**src/rtl/uics_pkg.sv**
```systemverilog
// Package: widths, codes, result record type and range lookup for the UTF-8 scanner.
`timescale 1ns / 1ps

package uics_pkg;

  // Datapath widths
  localparam int OFF_W  = 32;
  localparam int CNT_W  = 32;
  localparam int CP_W   = 21;
  localparam int THR_W  = 31;
  localparam int LIM_W  = 16;
  localparam int CFG_W  = 31;
  localparam int CIDX_W = 2;

  // Result queue geometry
  localparam int Q_DEPTH = 4;
  localparam int Q_PTR_W = $clog2(Q_DEPTH);

  // Configuration register indexes
  localparam logic [CIDX_W-1:0] REG_COUNT_THRESHOLD = 2'd0;
  localparam logic [CIDX_W-1:0] REG_RECORD_LIMIT    = 2'd1;
  localparam logic [CIDX_W-1:0] REG_STRICT_MODE     = 2'd2;

  // Register reset values
  localparam logic [LIM_W-1:0] RECORD_LIMIT_RST = 16'd16;

  // Result kinds
  localparam logic KIND_FINDING = 1'b0;
  localparam logic KIND_SUMMARY = 1'b1;

  // Decode error kinds
  localparam logic [2:0] ERR_NONE      = 3'd0;
  localparam logic [2:0] ERR_BAD_LEAD  = 3'd1;
  localparam logic [2:0] ERR_BAD_CONT  = 3'd2;
  localparam logic [2:0] ERR_OVERLONG  = 3'd3;
  localparam logic [2:0] ERR_SURROGATE = 3'd4;
  localparam logic [2:0] ERR_RANGE     = 3'd5;

  // Range codes
  localparam logic [3:0] RC_VARSEL      = 4'd0;
  localparam logic [3:0] RC_VARSEL_SUPP = 4'd1;
  localparam logic [3:0] RC_ZWS         = 4'd2;
  localparam logic [3:0] RC_BIDI        = 4'd7;
  localparam logic [3:0] RC_WJ          = 4'd8;
  localparam logic [3:0] RC_MATH        = 4'd9;
  localparam logic [3:0] RC_BOM         = 4'd10;
  localparam logic [3:0] RC_LANGTAG     = 4'd11;
  localparam logic [3:0] RC_TAG         = 4'd12;

  // Sequence lengths
  localparam logic [2:0] SEQ_NONE = 3'd0;
  localparam logic [2:0] SEQ_TWO  = 3'd2;
  localparam logic [2:0] SEQ_THREE = 3'd3;
  localparam logic [2:0] SEQ_FOUR = 3'd4;

  // One result beat
  typedef struct packed {
    logic             result_kind;
    logic [OFF_W-1:0] found_offset;
    logic [CP_W-1:0]  found_codepoint;
    logic [3:0]       range_code;
    logic [CNT_W-1:0] finding_total;
    logic             exceeds_flag;
    logic [2:0]       decode_error;
    logic             run_last;
  } result_t;

  typedef struct packed {
    logic       hit;
    logic [3:0] code;
  } range_hit_t;

  // Match a codepoint against the scanned invisible/format ranges
  function automatic range_hit_t range_of(input logic [CP_W-1:0] cp);
    range_hit_t r;
    r.hit  = 1'b1;
    r.code = RC_VARSEL;
    if (cp >= 21'hFE00 && cp <= 21'hFE0F) begin
      r.code = RC_VARSEL;
    end else if (cp >= 21'hE0100 && cp <= 21'hE01EF) begin
      r.code = RC_VARSEL_SUPP;
    end else if (cp >= 21'h200B && cp <= 21'h200F) begin
      r.code = RC_ZWS + (cp[3:0] - 4'hB);
    end else if (cp >= 21'h202A && cp <= 21'h202E) begin
      r.code = RC_BIDI;
    end else if (cp == 21'h2060) begin
      r.code = RC_WJ;
    end else if (cp >= 21'h2061 && cp <= 21'h2064) begin
      r.code = RC_MATH;
    end else if (cp == 21'hFEFF) begin
      r.code = RC_BOM;
    end else if (cp == 21'hE0001) begin
      r.code = RC_LANGTAG;
    end else if (cp >= 21'hE0020 && cp <= 21'hE007F) begin
      r.code = RC_TAG;
    end else begin
      r.hit = 1'b0;
    end
    return r;
  endfunction

endpackage

```
**src/rtl/uics_in_if.sv**
```systemverilog
// Interface: input byte channel of the UTF-8 scanner.
`timescale 1ns / 1ps

interface uics_in_if;
  logic       valid;
  logic       ready;
  logic [7:0] data_byte;
  logic       last_byte;

  modport source (output valid, output data_byte, output last_byte, input ready);
  modport sink (input valid, input data_byte, input last_byte, output ready);
endinterface

```
**src/rtl/uics_out_if.sv**
```systemverilog
// Interface: result channel of the UTF-8 scanner.
`timescale 1ns / 1ps

interface uics_out_if;
  logic                       valid;
  logic                       ready;
  logic                       result_kind;
  logic [uics_pkg::OFF_W-1:0] found_offset;
  logic [uics_pkg::CP_W-1:0]  found_codepoint;
  logic [3:0]                 range_code;
  logic [uics_pkg::CNT_W-1:0] finding_total;
  logic                       exceeds_flag;
  logic [2:0]                 decode_error;
  logic                       run_last;

  modport source (output valid, output result_kind, output found_offset,
                  output found_codepoint, output range_code, output finding_total,
                  output exceeds_flag, output decode_error, output run_last, input ready);
  modport sink (input valid, input result_kind, input found_offset,
                input found_codepoint, input range_code, input finding_total,
                input exceeds_flag, input decode_error, input run_last, output ready);
endinterface

```
**src/rtl/utf8_invisible_codepoint_scanner_top.sv**
```systemverilog
// Top level: UTF-8 decoder (strict mode by default) with invisible-codepoint findings and scan summary.
`timescale 1ns / 1ps

//  channel  | dir | beat contents
//  ---------+-----+------------------------------------------------------------
//  in_bus   | in  | data_byte, last_byte: one source byte per beat
//  out_bus  | out | finding record or end-of-scan summary, run_last on the final
//           |     | result of a byte
//  cfg_*    | in  | write enable, register index, data; no read-back
//
// A byte is registered at accept and decoded from that register once the queue has room;
// its zero, one or two results are then written into a four-entry result queue.
// One byte per cycle is sustained while the queue holds two entries or fewer; a byte
// that yields two results needs two output beats, so the output port sets the rate.
// rst_n (synchronous, active low) clears the decoder state and queue and loads the
// register defaults. A stalled output holds the queue head; input stalls once the
// queue can no longer take two results.

module utf8_invisible_codepoint_scanner_top (
  input  logic                          clk,
  input  logic                          rst_n,
  uics_in_if.sink                       in_bus,
  uics_out_if.source                    out_bus,
  input  logic                          cfg_wr_en,
  input  logic [uics_pkg::CIDX_W-1:0]   cfg_index,
  input  logic [uics_pkg::CFG_W-1:0]    cfg_wdata
);

  // Configuration registers
  logic [uics_pkg::THR_W-1:0] thr_r;
  logic [uics_pkg::LIM_W-1:0] limit_r;
  logic                       strict_r;

  // Input stage
  logic       s1_v_r;
  logic [7:0] s1_byte_r;
  logic       s1_last_r;
  logic       s1_go;

  // Decoder state
  logic [1:0]                 pend_r, pend_nxt;
  logic [2:0]                 seq_r, seq_nxt;
  logic [uics_pkg::CP_W-1:0]  pc_r, pc_nxt;
  logic [uics_pkg::OFF_W-1:0] lead_r, lead_nxt;
  logic [uics_pkg::OFF_W-1:0] off_r, off_nxt;
  logic [uics_pkg::CNT_W-1:0] cnt_r, cnt_nxt;
  logic [uics_pkg::LIM_W-1:0] sent_r, sent_nxt;
  logic                       stop_r, stop_nxt;

  // Result queue
  uics_pkg::result_t            q_mem [uics_pkg::Q_DEPTH];
  logic [uics_pkg::Q_PTR_W-1:0] q_wp_r, q_rp_r;
  logic [uics_pkg::Q_PTR_W:0]   q_cnt_r;
  logic                         q_pop;

  // Decode datapath
  uics_pkg::result_t   rec_res, sum_res;
  uics_pkg::range_hit_t rh;
  logic                rec_push, sum_push;
  logic [2:0]          err;
  logic [uics_pkg::OFF_W-1:0] err_off;
  logic                have_cp, is_lead, end_scan, thr_nz;
  logic [uics_pkg::CP_W-1:0]  cp, v;
  logic [uics_pkg::OFF_W-1:0] cp_off;

  // Configuration writes
  always_ff @(posedge clk) begin
    if (!rst_n) begin
      thr_r    <= '0;
      limit_r  <= uics_pkg::RECORD_LIMIT_RST;
      strict_r <= 1'b1;
    end else if (cfg_wr_en) begin
      unique case (cfg_index)
        uics_pkg::REG_COUNT_THRESHOLD: thr_r    <= cfg_wdata[uics_pkg::THR_W-1:0];
        uics_pkg::REG_RECORD_LIMIT:    limit_r  <= cfg_wdata[uics_pkg::LIM_W-1:0];
        uics_pkg::REG_STRICT_MODE:     strict_r <= cfg_wdata[0];
        default: ;
      endcase
    end
  end

  // Input stage: drains when the queue has room for two results
  assign s1_go        = s1_v_r &&
                        (q_cnt_r <= (uics_pkg::Q_PTR_W+1)'(uics_pkg::Q_DEPTH - 2));
  assign in_bus.ready = !s1_v_r || s1_go;

  always_ff @(posedge clk) begin
    if (!rst_n) begin
      s1_v_r <= 1'b0;
    end else if (in_bus.ready) begin
      s1_v_r <= in_bus.valid;
    end
  end

  always_ff @(posedge clk) begin
    if (in_bus.valid && in_bus.ready) begin
      s1_byte_r <= in_bus.data_byte;
      s1_last_r <= in_bus.last_byte;
    end
  end

  assign thr_nz = |thr_r;

  // Decode one byte, update counters, form results
  always_comb begin
    pend_nxt = pend_r;
    seq_nxt  = seq_r;
    pc_nxt   = pc_r;
    lead_nxt = lead_r;
    off_nxt  = off_r;
    cnt_nxt  = cnt_r;
    sent_nxt = sent_r;
    stop_nxt = stop_r;
    err      = uics_pkg::ERR_NONE;
    err_off  = '0;
    have_cp  = 1'b0;
    is_lead  = 1'b1;
    end_scan = 1'b0;
    cp       = '0;
    cp_off   = '0;
    v        = '0;
    rec_push = 1'b0;
    sum_push = 1'b0;
    rh       = uics_pkg::range_of(cp);

    if (s1_go && !stop_r) begin
      // continuation byte or broken sequence
      if (pend_r != 2'd0) begin
        if (s1_byte_r[7:6] == 2'b10) begin
          is_lead  = 1'b0;
          v        = {pc_r[uics_pkg::CP_W-7:0], s1_byte_r[5:0]};
          pc_nxt   = v;
          pend_nxt = pend_r - 2'd1;
          if (pend_r == 2'd1) begin
            if (seq_r == uics_pkg::SEQ_TWO) begin
              if (v < 21'h80) err = uics_pkg::ERR_OVERLONG;
            end else if (seq_r == uics_pkg::SEQ_THREE) begin
              if (v < 21'h800) err = uics_pkg::ERR_OVERLONG;
              else if (v >= 21'hD800 && v <= 21'hDFFF) err = uics_pkg::ERR_SURROGATE;
            end else begin
              if (v < 21'h10000) err = uics_pkg::ERR_OVERLONG;
              else if (v > 21'h10FFFF) err = uics_pkg::ERR_RANGE;
            end
            if (err != uics_pkg::ERR_NONE) begin
              err_off = lead_r;
            end else begin
              have_cp = 1'b1;
              cp      = v;
              cp_off  = lead_r;
            end
            seq_nxt = uics_pkg::SEQ_NONE;
            pc_nxt  = '0;
          end
        end else begin
          err_off  = lead_r;
          pend_nxt = 2'd0;
          seq_nxt  = uics_pkg::SEQ_NONE;
          pc_nxt   = '0;
          if (strict_r) begin
            err     = uics_pkg::ERR_BAD_CONT;
            is_lead = 1'b0;
          end
        end
      end

      if (!strict_r) err = uics_pkg::ERR_NONE;

      // lead byte
      if (is_lead && err == uics_pkg::ERR_NONE) begin
        if (s1_byte_r < 8'h80) begin
          have_cp = 1'b1;
          cp      = {13'd0, s1_byte_r};
          cp_off  = off_r;
        end else if (s1_byte_r < 8'hC2 || s1_byte_r >= 8'hF5) begin
          if (strict_r) begin
            err     = uics_pkg::ERR_BAD_LEAD;
            err_off = off_r;
          end
        end else begin
          lead_nxt = off_r;
          if (s1_byte_r < 8'hE0) begin
            pend_nxt = 2'd1;
            seq_nxt  = uics_pkg::SEQ_TWO;
            pc_nxt   = {16'd0, s1_byte_r[4:0]};
          end else if (s1_byte_r < 8'hF0) begin
            pend_nxt = 2'd2;
            seq_nxt  = uics_pkg::SEQ_THREE;
            pc_nxt   = {17'd0, s1_byte_r[3:0]};
          end else begin
            pend_nxt = 2'd3;
            seq_nxt  = uics_pkg::SEQ_FOUR;
            pc_nxt   = {18'd0, s1_byte_r[2:0]};
          end
        end
      end

      // range match, count and record
      rh = uics_pkg::range_of(cp);
      if (have_cp && rh.hit) begin
        if (cnt_r != '1) cnt_nxt = cnt_r + 1'b1;
        if (sent_r < limit_r) begin
          sent_nxt = sent_r + 1'b1;
          rec_push = 1'b1;
        end
        if (thr_nz && cnt_nxt >= {thr_r, 1'b0}) end_scan = 1'b1;
      end

      // truncated tail
      if (err == uics_pkg::ERR_NONE && s1_last_r && pend_nxt != 2'd0 && strict_r) begin
        err     = uics_pkg::ERR_BAD_CONT;
        err_off = lead_nxt;
      end
      if (err != uics_pkg::ERR_NONE || s1_last_r) end_scan = 1'b1;
      sum_push = end_scan;

      off_nxt = off_r + 1'b1;
      if (end_scan) stop_nxt = 1'b1;
    end else if (s1_go) begin
      off_nxt = off_r + 1'b1;
    end

    // end of source clears the scan state
    if (s1_go && s1_last_r) begin
      pend_nxt = 2'd0;
      seq_nxt  = uics_pkg::SEQ_NONE;
      pc_nxt   = '0;
      lead_nxt = '0;
      off_nxt  = '0;
      cnt_nxt  = '0;
      sent_nxt = '0;
      stop_nxt = 1'b0;
    end
  end

  // Result records
  always_comb begin
    rec_res.result_kind     = uics_pkg::KIND_FINDING;
    rec_res.found_offset    = cp_off;
    rec_res.found_codepoint = cp;
    rec_res.range_code      = rh.code;
    rec_res.finding_total   = stop_r ? cnt_r : (have_cp && rh.hit && cnt_r != '1) ?
                              cnt_r + 1'b1 : cnt_r;
    rec_res.exceeds_flag    = 1'b0;
    rec_res.decode_error    = uics_pkg::ERR_NONE;
    rec_res.run_last        = !sum_push;

    sum_res.result_kind     = uics_pkg::KIND_SUMMARY;
    sum_res.found_offset    = (err != uics_pkg::ERR_NONE) ? err_off : '0;
    sum_res.found_codepoint = '0;
    sum_res.range_code      = uics_pkg::RC_VARSEL;
    sum_res.finding_total   = rec_res.finding_total;
    sum_res.exceeds_flag    = (err != uics_pkg::ERR_NONE) ||
                              (thr_nz && rec_res.finding_total >= {1'b0, thr_r});
    sum_res.decode_error    = err;
    sum_res.run_last        = 1'b1;
  end

  // State registers
  always_ff @(posedge clk) begin
    if (!rst_n) begin
      pend_r <= 2'd0;
      seq_r  <= uics_pkg::SEQ_NONE;
      pc_r   <= '0;
      lead_r <= '0;
      off_r  <= '0;
      cnt_r  <= '0;
      sent_r <= '0;
      stop_r <= 1'b0;
    end else begin
      pend_r <= pend_nxt;
      seq_r  <= seq_nxt;
      pc_r   <= pc_nxt;
      lead_r <= lead_nxt;
      off_r  <= off_nxt;
      cnt_r  <= cnt_nxt;
      sent_r <= sent_nxt;
      stop_r <= stop_nxt;
    end
  end

  // Result queue
  assign q_pop = out_bus.valid && out_bus.ready;

  always_ff @(posedge clk) begin
    if (!rst_n) begin
      q_wp_r  <= '0;
      q_rp_r  <= '0;
      q_cnt_r <= '0;
    end else begin
      q_wp_r  <= q_wp_r + uics_pkg::Q_PTR_W'(rec_push) + uics_pkg::Q_PTR_W'(sum_push);
      q_rp_r  <= q_rp_r + uics_pkg::Q_PTR_W'(q_pop);
      q_cnt_r <= q_cnt_r + (uics_pkg::Q_PTR_W+1)'(rec_push)
                 + (uics_pkg::Q_PTR_W+1)'(sum_push) - (uics_pkg::Q_PTR_W+1)'(q_pop);
    end
  end

  always_ff @(posedge clk) begin
    if (rec_push) q_mem[q_wp_r] <= rec_res;
    if (sum_push) q_mem[q_wp_r + uics_pkg::Q_PTR_W'(rec_push)] <= sum_res;
  end

  // Output beat from queue head
  assign out_bus.valid           = (q_cnt_r != '0);
  assign out_bus.result_kind     = q_mem[q_rp_r].result_kind;
  assign out_bus.found_offset    = q_mem[q_rp_r].found_offset;
  assign out_bus.found_codepoint = q_mem[q_rp_r].found_codepoint;
  assign out_bus.range_code      = q_mem[q_rp_r].range_code;
  assign out_bus.finding_total   = q_mem[q_rp_r].finding_total;
  assign out_bus.exceeds_flag    = q_mem[q_rp_r].exceeds_flag;
  assign out_bus.decode_error    = q_mem[q_rp_r].decode_error;
  assign out_bus.run_last        = q_mem[q_rp_r].run_last;

endmodule
```
**src/flat_wrapper.sv**
```systemverilog
// flat-port wrapper written by rule: the top's interface ports become plain ports
module utf8_invisible_codepoint_scanner_top_flat 
  (clk, rst_n, cfg_wr_en, cfg_index, cfg_wdata, in_bus_valid, in_bus_data_byte, in_bus_last_byte, in_bus_ready, out_bus_valid, out_bus_result_kind, out_bus_found_offset, out_bus_found_codepoint, out_bus_range_code, out_bus_finding_total, out_bus_exceeds_flag, out_bus_decode_error, out_bus_run_last, out_bus_ready);
  uics_in_if in_bus_i ();
  uics_out_if out_bus_i ();
  input  logic clk;
  input  logic rst_n;
  input  logic cfg_wr_en;
  input  logic [uics_pkg::CIDX_W-1:0] cfg_index;
  input  logic [uics_pkg::CFG_W-1:0] cfg_wdata;
  input wire logic [$bits(in_bus_i.valid)-1:0] in_bus_valid;
  input wire logic [$bits(in_bus_i.data_byte)-1:0] in_bus_data_byte;
  input wire logic [$bits(in_bus_i.last_byte)-1:0] in_bus_last_byte;
  output wire logic [$bits(in_bus_i.ready)-1:0] in_bus_ready;
  output wire logic [$bits(out_bus_i.valid)-1:0] out_bus_valid;
  output wire logic [$bits(out_bus_i.result_kind)-1:0] out_bus_result_kind;
  output wire logic [$bits(out_bus_i.found_offset)-1:0] out_bus_found_offset;
  output wire logic [$bits(out_bus_i.found_codepoint)-1:0] out_bus_found_codepoint;
  output wire logic [$bits(out_bus_i.range_code)-1:0] out_bus_range_code;
  output wire logic [$bits(out_bus_i.finding_total)-1:0] out_bus_finding_total;
  output wire logic [$bits(out_bus_i.exceeds_flag)-1:0] out_bus_exceeds_flag;
  output wire logic [$bits(out_bus_i.decode_error)-1:0] out_bus_decode_error;
  output wire logic [$bits(out_bus_i.run_last)-1:0] out_bus_run_last;
  input wire logic [$bits(out_bus_i.ready)-1:0] out_bus_ready;
  assign in_bus_i.valid = in_bus_valid;
  assign in_bus_i.data_byte = in_bus_data_byte;
  assign in_bus_i.last_byte = in_bus_last_byte;
  assign in_bus_ready = in_bus_i.ready;
  assign out_bus_valid = out_bus_i.valid;
  assign out_bus_result_kind = out_bus_i.result_kind;
  assign out_bus_found_offset = out_bus_i.found_offset;
  assign out_bus_found_codepoint = out_bus_i.found_codepoint;
  assign out_bus_range_code = out_bus_i.range_code;
  assign out_bus_finding_total = out_bus_i.finding_total;
  assign out_bus_exceeds_flag = out_bus_i.exceeds_flag;
  assign out_bus_decode_error = out_bus_i.decode_error;
  assign out_bus_run_last = out_bus_i.run_last;
  assign out_bus_i.ready = out_bus_ready;
  utf8_invisible_codepoint_scanner_top u_core (.clk(clk), .rst_n(rst_n), .in_bus(in_bus_i), .out_bus(out_bus_i), .cfg_wr_en(cfg_wr_en), .cfg_index(cfg_index), .cfg_wdata(cfg_wdata));
endmodule
```
**config.mk**
```make
export PLATFORM = sky130hd
export DESIGN_NAME = utf8_invisible_codepoint_scanner_top_flat
export DESIGN_NICKNAME = d
export VERILOG_FILES = /design/src/rtl/uics_pkg.sv /design/src/rtl/uics_in_if.sv /design/src/rtl/uics_out_if.sv /design/src/rtl/utf8_invisible_codepoint_scanner_top.sv /design/src/flat_wrapper.sv
export SDC_FILE = /design/constraint.sdc
export NUM_CORES = 1
export LEC_CHECK = 0
export BUFFER_PORTS_ARGS = -buffer_cell sky130_fd_sc_hd__buf_2
export CAP_MARGIN = 30
export CORE_ASPECT_RATIO = 0.5
export CORE_MARGIN = 2
export CORE_UTILIZATION = 45
export CTS_CLUSTER_DIAMETER = 80
export CTS_CLUSTER_SIZE = 14
export DETAILED_ROUTE_END_ITERATION = 7
export GPL_ROUTABILITY_DRIVEN = 0
export PLACE_DENSITY = 0.74
export SLEW_MARGIN = 20
export SYNTH_ARGS = -nofsm -noshare
export SYNTH_HDL_FRONTEND = slang
export SYNTH_SLANG_ARGS = --single-unit
```
**constraint.sdc**
```tcl
create_clock -name clk -period 6.2 [get_ports clk]
set_clock_uncertainty 0.1 [all_clocks]
set_input_delay 0 -clock clk [delete_from_list [all_inputs] [get_ports clk]]
set_output_delay 0 -clock clk [all_outputs]
set_load 0.1 [all_outputs]
```
# Word-level counts from Yosys, hierarchy flattened
# Memories as Yosys holds them, arrays and structs flattened. A register that Yosys moved wholly into a read port is not among the register bits.
# Index checks and enable logic that the tools add are counted.
[op_classes] muxes=129 n_eq_ne=10 magnitude_cmp=27 n_bitwise=1 n_reduce_logical=46 add_sub_neg=12
[op_table] op="32-bit two-way mux" count=28
[op_table] op="21-bit two-way mux" count=15
[op_table] op="3-bit two-way mux" count=31
[op_table] op="32-bit by 1-bit adder with 32-bit output (second input constant)" count=2
[op_table] op="21-bit by 14-bit >= comparator with 1-bit output (second input constant)" count=3
[op_table] op="21-bit by 14-bit <= comparator with 1-bit output (second input constant)" count=3
[op_table] op="21-bit by 16-bit >= comparator with 1-bit output (second input constant)" count=2
[op_table] op="21-bit by 20-bit >= comparator with 1-bit output (second input constant)" count=2
[op_table] op="21-bit by 16-bit <= comparator with 1-bit output (second input constant)" count=2
[op_table] op="21-bit by 20-bit <= comparator with 1-bit output (second input constant)" count=2
[op_table] op="4-bit two-way mux" count=10
[op_table] op="1-bit two-way mux" count=35
[op_table] op="32-bit by 31-bit >= comparator with 1-bit output" count=1
[op_table] op="32-bit >= comparator" count=1
[op_table] op="8-bit < comparator (second input constant)" count=4
[op_table] op="32-bit inequality test (second input constant)" count=1
[op_table] op="31-bit OR reduction" count=1
[op_table] op="21-bit by 14-bit == test with 1-bit output (second input constant)" count=1
[op_table] op="21-bit by 16-bit == test with 1-bit output (second input constant)" count=1
[op_table] op="21-bit by 20-bit == test with 1-bit output (second input constant)" count=1
[op_table] op="21-bit > comparator (second input constant)" count=1
[op_table] op="1-bit logical AND" count=21
[op_table] op="21-bit by 12-bit < comparator with 1-bit output (second input constant)" count=1
[op_table] op="21-bit by 17-bit < comparator with 1-bit output (second input constant)" count=1
[op_table] op="other kinds (26)" count=55
[totals] reg_bits=204 mem_bits_rw=380 word_cells=243 memories=1 input_bits=47
[memory_table] memory="u_core.q_mem" depth=4 width=95 rd=1 rd_ports_with_merged_regs=1 write_ports=2 line_no="utf8_invisible_codepoint_scanner_top.sv:51" text="uics_pkg::result_t q_mem [uics_pkg::Q_DEPTH];"

# Logic depth before layout (Yosys ltp)
# Gate-level depths: netlist (run 1).
[depth] depth_word=43 mapped_depth=30

# Least setup slack after synthesis (run 1)
# No wires, ideal clock.
[synth_path] path_kind="register to register" start="register u_core.pc_r[8] in the netlist's numbering" end="memory u_core.q_mem[1][10] in the netlist's numbering (enable)" setup_ns=0.422 path_stages_with_launch=24 required_ns=5.678 setup_slack_ns=-0.274 arrival_ns=5.952 path_buffers=4 synth_period_minus_slack_ns=6.474 path_cell_list="dfxtp_1 > nand4_1 > or3b_2 > nand4_1 > clkbuf_1 > nand2_1 > clkbuf_1 > o21ai_0 > inv_1 > ha_1 > and4_1 > o21ai_0 > nor4_1 > a2111oi_0 > a31oi_1 > nand3b_1 > inv_1 > ha_1 > xnor2_1 > and2_1 > clkbuf_1 > a21oi_2 > clkbuf_1 > inv_1"
[synth_rtl] element="start, declared" line_no="utf8_invisible_codepoint_scanner_top.sv:43" text="logic [uics_pkg::CP_W-1:0] pc_r, pc_nxt;"
[synth_rtl] element="start signal, assigned" line_no="utf8_invisible_codepoint_scanner_top.sv:272" text="pc_r <= pc_nxt;"
[synth_rtl] element="end, declared" line_no="utf8_invisible_codepoint_scanner_top.sv:51"

==> flow_summary.yaml, run 1 <==
run_status:
  status: "finished, final reports clean"
routing:
  wl_per_cell_um: 21.10
  drt_iter0_markers: 3317
  wl_um: 89520
  route.vias.total: 25894
  first_pass_iters: 8
  drc: 0
  ant_nets: 0
  vias_per_cell: 6.103
critical_path:
  critical_path_required_ns: 6.43
  r2r_slack_ns: 0.09
  worst_setup_path_end_kind: "flip-flop"
  r2r-end: "u_core.q_mem[0][4]$_DFFE_PP_"
  r2r_start: "u_core.pend_r[0]$_SDFFE_PP0P_"
  worstPathMaxFanout: 6
  critPathLaunchType: "flip-flop"
  cp_data_arrival_time_ns: 6.34
  rr_worst_depth: 26
  critical_path_class: "flip-flop to flip-flop"
sta:
  setup_viol: 0
  max_slew_margin_pct: 39.64
  rsz0062_at_grt: "yes"
  fin_setup_tns_ns: 0
  finalHoldViolations: 0
  clock.fmax_ghz: 0.1636
  fin_crit_ns: 6.112
  slew_violations: 0
  min_period_over_period_pct: 98.58
  finalWorstSetupSlack_ns: 0.08807
  tightestPinTransition_ns: 0.8978
floorplanning:
  fp-row-count: 66
  coreArea_um2: 65570
  ios: 144
  die_x_um: 369.7
  start_util_pct: 45.89
  die_area_um2: 69070
  die_h_um: 186.8
synth:
  synth-seq-cells: 578
  synth-compound-area-share_pct: 14.92
  synth_area_leaders: "edfxtp_1 28%, dfxtp_1 20%, nand2_1 7.4%"
  synth_top_family_by_area: "simple AND/OR/NAND/NOR gates"
  synth_top_cell_area_share_pct: 28.04
  synth_adder_area_share_pct: 3.876
  synth.most_common_cell: "nand2_1"
  postSynthCellCount: 3160
  synth_cell_type_count: 79
  synthArstFlopShare_pct: 0
  synthMuxAreaShare_pct: 7.909
  syn_area_um2: 30090
  synth_nets: 3299
  yosysSeqAreaShare_pct: 47.80
  yosysTopAreaCell: "edfxtp_1"
  synth-xor-area-share_pct: 1.717
  yosys_most_used_dff: "dfxtp_1"
  synth-edff-count: 281
  synth_common_cells: "597 x nand2_1, 308 x a21oi_1, 297 x dfxtp_1"
  synthSimpleGateAreaFrac_pct: 19.00
  avgSynthCellArea_um2: 9.522
  synth_warnings: 0
power_and_ir_drop:
  irDropWorstVdd_uv: 289.3
  p_int_w: 0.006302
  p_per_area_nw_per_um2: 296.7
  power_switching_w: 0.003947
  power_frac_comb_pct: 31.2
  seq_power_share_pct: 41.3
  p_leak_nw: 11.63
  swShare_pct: 38.51
  p_clk_share_pct: 27.5
grt:
  antenna_found_initial: 1
  grt_pass1_vias: 25439
  grt_max_degree: 72
  grt_pass1_wl_um: 140100
  grt_overflow_total: 0
  track_usage_pct: 25.18
placed_design:
  place_ws_ns: -0.3070
  io_buffers: 143
  hpwl_um: 58180
  dp.cells: 4079
clock_tree:
  clock_latency_ns: 0.60
  clk_path_buf_depth: 3
  clock-root-buffer: "clkbuf_16"
  cts.sink_count: 578
  ctsHtreeMaxLevel: 2
  cts_inserted_buffers: 47
  clk_pin_slew_worst_paths_ns: 0.08
  cts_tree: "done"
finish:
  area.growth.synth_to_final_pct: 14.80
  antenna_cells: 0
  fin_cells: 4243
  fillers: 5660
  nNetsFinal: 3465
  layout-drive-gt1-share_pct: 15.69
hold_path:
  hold_path.class: "input pin to flip-flop"
  min_to: "u_core.s1_byte_r[2]$_DFFE_PP_"
  min_from: "in_bus_data_byte[2]"
  hold_path_depth: 2
run:
  cap_violations: 0
cell type report:
cell class,instances,area [um2],area share (%)
timing repair buffer,356,2736,7.922
clock buffer,78,1303,3.771
clock inverter,4,35.03,0.1014
multi-input combinational,2247,14590,42.24
sequential,578,14400,41.68
inverter,96,375.4,1.087
tap,884,1106,3.202
through the flow:
step / util [%] / cell area, um2 / hold WS (ns) / power (W)
after CTS: 52.28 / 34280 / 0.01464 / 0.01024
after global placement: 49.03 / 32150 / 0.07917 / 0.007388
final: 52.68 / 34540 / 0.03361 / 0.01025
after global routing: 52.68 / 34540 / 0.03057 / 0.01055
after detailed placement: 49.10 / 32200 / 0.07872 / 0.007433
after floorplan: - / 30130 / -0.001131 / 0.006752
cells in the final DEF, fill, tap and decap left out, types with 95 or more instances in the layout:
master | synthesis | final
a21oi_1 | 308 | 306
buf_2 | 38 | 144
buf_4 | 11 | 127
dfxtp_1 | 297 | 292
edfxtp_1 | 281 | 281
mux4_2 | 95 | 95
nand2_1 | 597 | 595
nand3_1 | 178 | 176
nor2_1 | 198 | 193
o31ai_1 | 134 | 133
kinds of logic after synthesis:
family	after synthesis
AOI/OAI and AO/OA	725
xor gates and xnor gates	59
adders and majority gates	92
buffers and inverters	335
DFF	578
muxes	119
and+or+nand+nor	1252
critical path, cell delays in order (launching register included):
cell,delay [ns]
dfxtp_4,0.38
inv_2,0.06
ha_4,0.16
nor4bb_4,0.41
nand4_1,0.25
nand2_4,0.16
o21ai_4,0.09
inv_2,0.10
ha_4,0.18
o2111ai_1,0.14
or4_4,0.54
o22a_1,0.27
and4_2,0.30
nor2_4,0.23
buf_4,0.17
mux2i_1,0.23
nand2_1,0.08
ha_1,0.22
a21o_1,0.16
a21oi_1,0.15
o211ai_1,0.15
a211oi_2,0.19
o211ai_1,0.19
a2111oi_2,0.39
o211ai_1,0.16
o31ai_2,0.32
nor2_1,0.07
what timing repair did:
action | 4_1_cts | 5_1_grt
endpoints found under the setup margin | 4 | 62
pin swaps | 11 | 22
cloned | 0 | 1
hold endpoints to repair | 65 | 0
setup buffers | 8 | 6
gates resized for setup | 17 | 33
hold buffers | 63 | 0
registers in the layout (all words and copies together), names as in the netlist, 2 cells and up:
signal / count
u_core.lead_r: 32
u_core.q_wp_r: 2
u_core.q_cnt_r: 3
u_core.pc_r: 15
u_core.q_rp_r: 2
u_core.seq_r: 3
u_core.cnt_r: 32
u_core.pend_r: 2
u_core.off_r: 32
u_core.s1_byte_r: 8
u_core.q_mem: 380
u_core.limit_r: 16
u_core.thr_r: 31
u_core.sent_r: 16
metal layers:
layer	routed length (um)	global-route usage [%]	share of wire [%]	vias to the layer above
met2	42180	41.31	47	1392
met3	7556	4.390	8.4	327
met5	13	0	0.015	-
met4	4048	11.43	4.5	2
li1	-	-	-	11732
met1	35720	32.62	40	12441
power groups by stage:
stage | combinational [W] | clock [W] | sequential (W)
2_1_floorplan | 0.00252 | 0 | 0.00424
3_3_place_gp | 0.00301 | 0 | 0.00438
3_5_place_dp | 0.00310 | 0 | 0.00433
4_1_cts | 0.00314 | 0.00285 | 0.00425
5_1_grt | 0.00331 | 0.00300 | 0.00424
6_report | 0.00320 | 0.00282 | 0.00423
worst max-delay path by stage:
| stage | start | endpoint |
|---|---|---|
| after floorplan | u_core.pc_r[8]$_SDFFE_PP0P_ | u_core.q_mem[3][10]$_DFFE_PP_ |
| after global placement | u_core.pc_r[10]$_SDFFE_PP0P_ | u_core.q_mem[1][4]$_DFFE_PP_ |
| after detailed placement | u_core.pend_r[0]$_SDFFE_PP0P_ | u_core.q_mem[2][4]$_DFFE_PP_ |
| after CTS | u_core.pc_r[10]$_SDFFE_PP0P_ | u_core.q_mem[0][4]$_DFFE_PP_ |
| after global routing | u_core.pend_r[1]$_SDFFE_PP0P_ | u_core.q_mem[1][4]$_DFFE_PP_ |
| final | u_core.pend_r[0]$_SDFFE_PP0P_ | u_core.q_mem[0][4]$_DFFE_PP_ |
(Power assumes the default switching activity.)
==> run 2, diff against run 1 <==
--- a/config.mk
+++ b/config.mk
@@ -10,6 +10,7 @@
 export CORE_ASPECT_RATIO = 0.5
 export CORE_MARGIN = 2
 export CORE_UTILIZATION = 45
+export CTS_BUF_LIST = sky130_fd_sc_hd__clkbuf_16
 export CTS_CLUSTER_DIAMETER = 80
 export CTS_CLUSTER_SIZE = 14
 export DETAILED_ROUTE_END_ITERATION = 7
==> constraint.sdc (replaced) <==
create_clock -name clk -period 6.2 [get_ports clk]
set_clock_uncertainty 0.1 [all_clocks]
set_input_delay 1.24 -clock clk [delete_from_list [all_inputs] [get_ports clk]]
set_output_delay 1.24 -clock clk [all_outputs]
set_load 0.1 [all_outputs]
==> run 2 against run 1 <==
Effect of this change: maximum frequency about the same; largest cell class unchanged; first-iteration DRC count grew 1.5%; critical endpoint is now u_core.q_mem[1][78]$_DFFE_PP_; core utilization shrank 0.69 points; sequential share of layout area rose by 0.56 points; flip-flop and latch count did not move; via count fell by 0.81%; global-route usage is 0.17 points lower; total power is 0.47% lower; critical path depth rose by 3; clock-buffer cell count shrank 30; register-to-register slack about the same.
==> flow_summary.yaml, run 2 (same netlist as run 1, synthesis figures left out) <==
run_status:
  status: "finished, final reports clean"
finish:
  fin_cells: 4190
  nNetsFinal: 3411
  layout-drive-gt1-share_pct: 16.73
  area.growth.synth_to_final_pct: 13.30
  layout_commonest_cell: "nand2_1"
  antenna_cells: 0
  final_cell_mix: "595 x nand2_1, 303 x a21oi_1, 291 x dfxtp_1"
  largest_register_ffs: 380
  top_register: "u_core.q_mem"
  utilization_pct: 51.99
sta:
  min_period_over_period_pct: 98.57
  slew_violations: 0
  finalWorstSetupSlack_ns: 0.08852
  rsz0062_at_grt: "yes"
  setup_viol: 0
  fin_crit_ns: 6.111
  clock.fmax_ghz: 0.1636
  finalHoldViolations: 0
  tightestPinTransition_ns: 0.8410
  max_slew_margin_pct: 43.45
power_and_ir_drop:
  power_switching_w: 0.003961
  p_leak_nw: 11.56
  p_clk_share_pct: 27.3
  power_frac_comb_pct: 30.9
  total_power_w: 0.01020
  seq_power_share_pct: 41.8
  p_int_w: 0.006240
  p_per_area_nw_per_um2: 299.2
  irDropWorstVdd_uv: 308.1
  swShare_pct: 38.83
hold_path:
  hold_path_depth: 2
  min_from: "u_core.q_mem[1][94]$_SDFFE_PP1P_"
  hold_path.class: "flip-flop to flip-flop"
clock_tree:
  cts_inserted_buffers: 47
  clk_pin_slew_worst_paths_ns: 0.07
  clock_latency_ns: 0.59
  cts.sink_count: 578
  clk_path_buf_depth: 3
  clock-root-buffer: "clkbuf_16"
  ctsHtreeMaxLevel: 2
  postCtsHoldBufs: 0
  cts_tree: "done"
critical_path:
  critPathLaunchType: "flip-flop"
  cp_slowest_cell: "a2111oi_0"
  worstPathMaxFanout: 49
  endpoint: "u_core.q_mem[1][78]$_DFFE_PP_"
  r2r_start: "u_core.pend_r[0]$_SDFFE_PP0P_"
  crit_start: "u_core.pend_r[0]$_SDFFE_PP0P_"
  critical_path_class: "flip-flop to flip-flop"
  r2r_slack_ns: 0.09
  slowest_delay_ns: 0.51
  cp_data_arrival_time_ns: 6.33
  crit_top_cell: "buf_4"
  r2r-end: "u_core.q_mem[1][78]$_DFFE_PP_"
  rr_worst_depth: 29
  worst_setup_path_end_kind: "flip-flop"
  critical_path_required_ns: 6.42
grt:
  grt_pass1_vias: 25044
  grt_pass1_wl_um: 138500
  antenna_found_initial: 3
  grt_max_degree: 68
  use_met2_pct: 41.95
  met3_usage_pct: 4.597
  grt_overflow_total: 0
  track_usage_pct: 25.01
  grtUsageMet1_pct: 32.09
  top_usage_layer: "met2"
floorplanning:
  coreArea_um2: 65570
  die_x_um: 369.7
  die_area_um2: 69070
  die_h_um: 186.8
  fp-row-count: 66
  start_util_pct: 45.89
  ios: 144
routing:
  first_pass_iters: 6
  wl_um: 89560
  drc: 0
  vias_per_cell: 6.130
  wl_per_cell_um: 21.37
  drt_iter0_markers: 3368
  ant_nets: 0
  route.vias.total: 25684
placed_design:
  hpwl_um: 58550
  dp.cells: 4082
  place_ws_ns: -0.2347
  io_buffers: 143
run:
  cap_violations: 0
-- run 2: cell count changes in the layout (fill, tap and decap cells not counted), sizes merged --
cell,before,now
clkinv,0,2
buf,293,302
dlygate4sd3,63,0
inv,96,125
clkbuf,78,48
-- run 2: layer usage --
metal | part of all wire, % | vias to the layer above | routed length [um]
li1 | - | 11645 | -
met1 | 39 | 12331 | 34730
met2 | 48 | 1396 | 42980
met3 | 9.1 | 306 | 8162
met4 | 4.1 | 6 | 3667
met5 | 0.029 | - | 26
-- run 2: repair_timing --
action,4_1_cts,5_1_grt
pin swaps,11,34
gates resized for setup,19,62
buffers inserted,11,9
gates cloned,1,0
endpoints found under the setup margin,4,94
-- run 2: power groups by stage --
stage,Sequential (W),Clock (W),Combinational (W)
after CTS,0.00426,0.00281,0.00311
after global routing,0.00428,0.00297,0.00325
after detailed placement,0.00435,0,0.00308
final,0.00426,0.00279,0.00315
after floorplan,0.00424,0,0.00252
after global placement,0.00434,0,0.00306
-- run 2: worst min path at each step --
stage	to	slack [ns]
finish	u_core.q_mem[1][94]$_SDFFE_PP1P_	0.35
global route	u_core.q_mem[0][94]$_SDFFE_PP1P_	0.37
CTS	u_core.q_mem[0][94]$_SDFFE_PP1P_	0.35
detailed placement	u_core.q_mem[0][94]$_SDFFE_PP1P_	0.34
global placement	u_core.q_mem[1][94]$_SDFFE_PP1P_	0.33
floorplan	u_core.q_mem[1][94]$_SDFFE_PP1P_	0.32
-- run 2: critical path: cells and delay by family (launching register included) --
family | cells | cell delay, ns
simple gates | 6 | 1.50
flops | 1 | 0.38
buf+inv | 13 | 1.82
mux | 1 | 0.15
xor+xnor | 1 | 0.35
compound gates | 5 | 0.95
fa+ha+maj | 3 | 0.56
-- run 2: area by class of cell --
type	count	area, um2
Clock inverter	35	155.1
Multi-Input combinational cell	2247	14720
Timing Repair Buffer	302	2137
Clock buffer	48	1201
Tap cell	884	1106
Inverter	96	377.9
Fill cell	5757	31480
Sequential cell	578	14400
-- run 2: stage by stage --
step	TNS, ns	hold slack (ns)	cell area [um2]
final	0	0.3481	34090
after global routing	-0.3944	0.3660	34090
after CTS	0	0.3482	33680
after detailed placement	-0.8947	0.3371	32160
after global placement	-0.5389	0.3280	32160
after floorplan	0	0.3191	30130
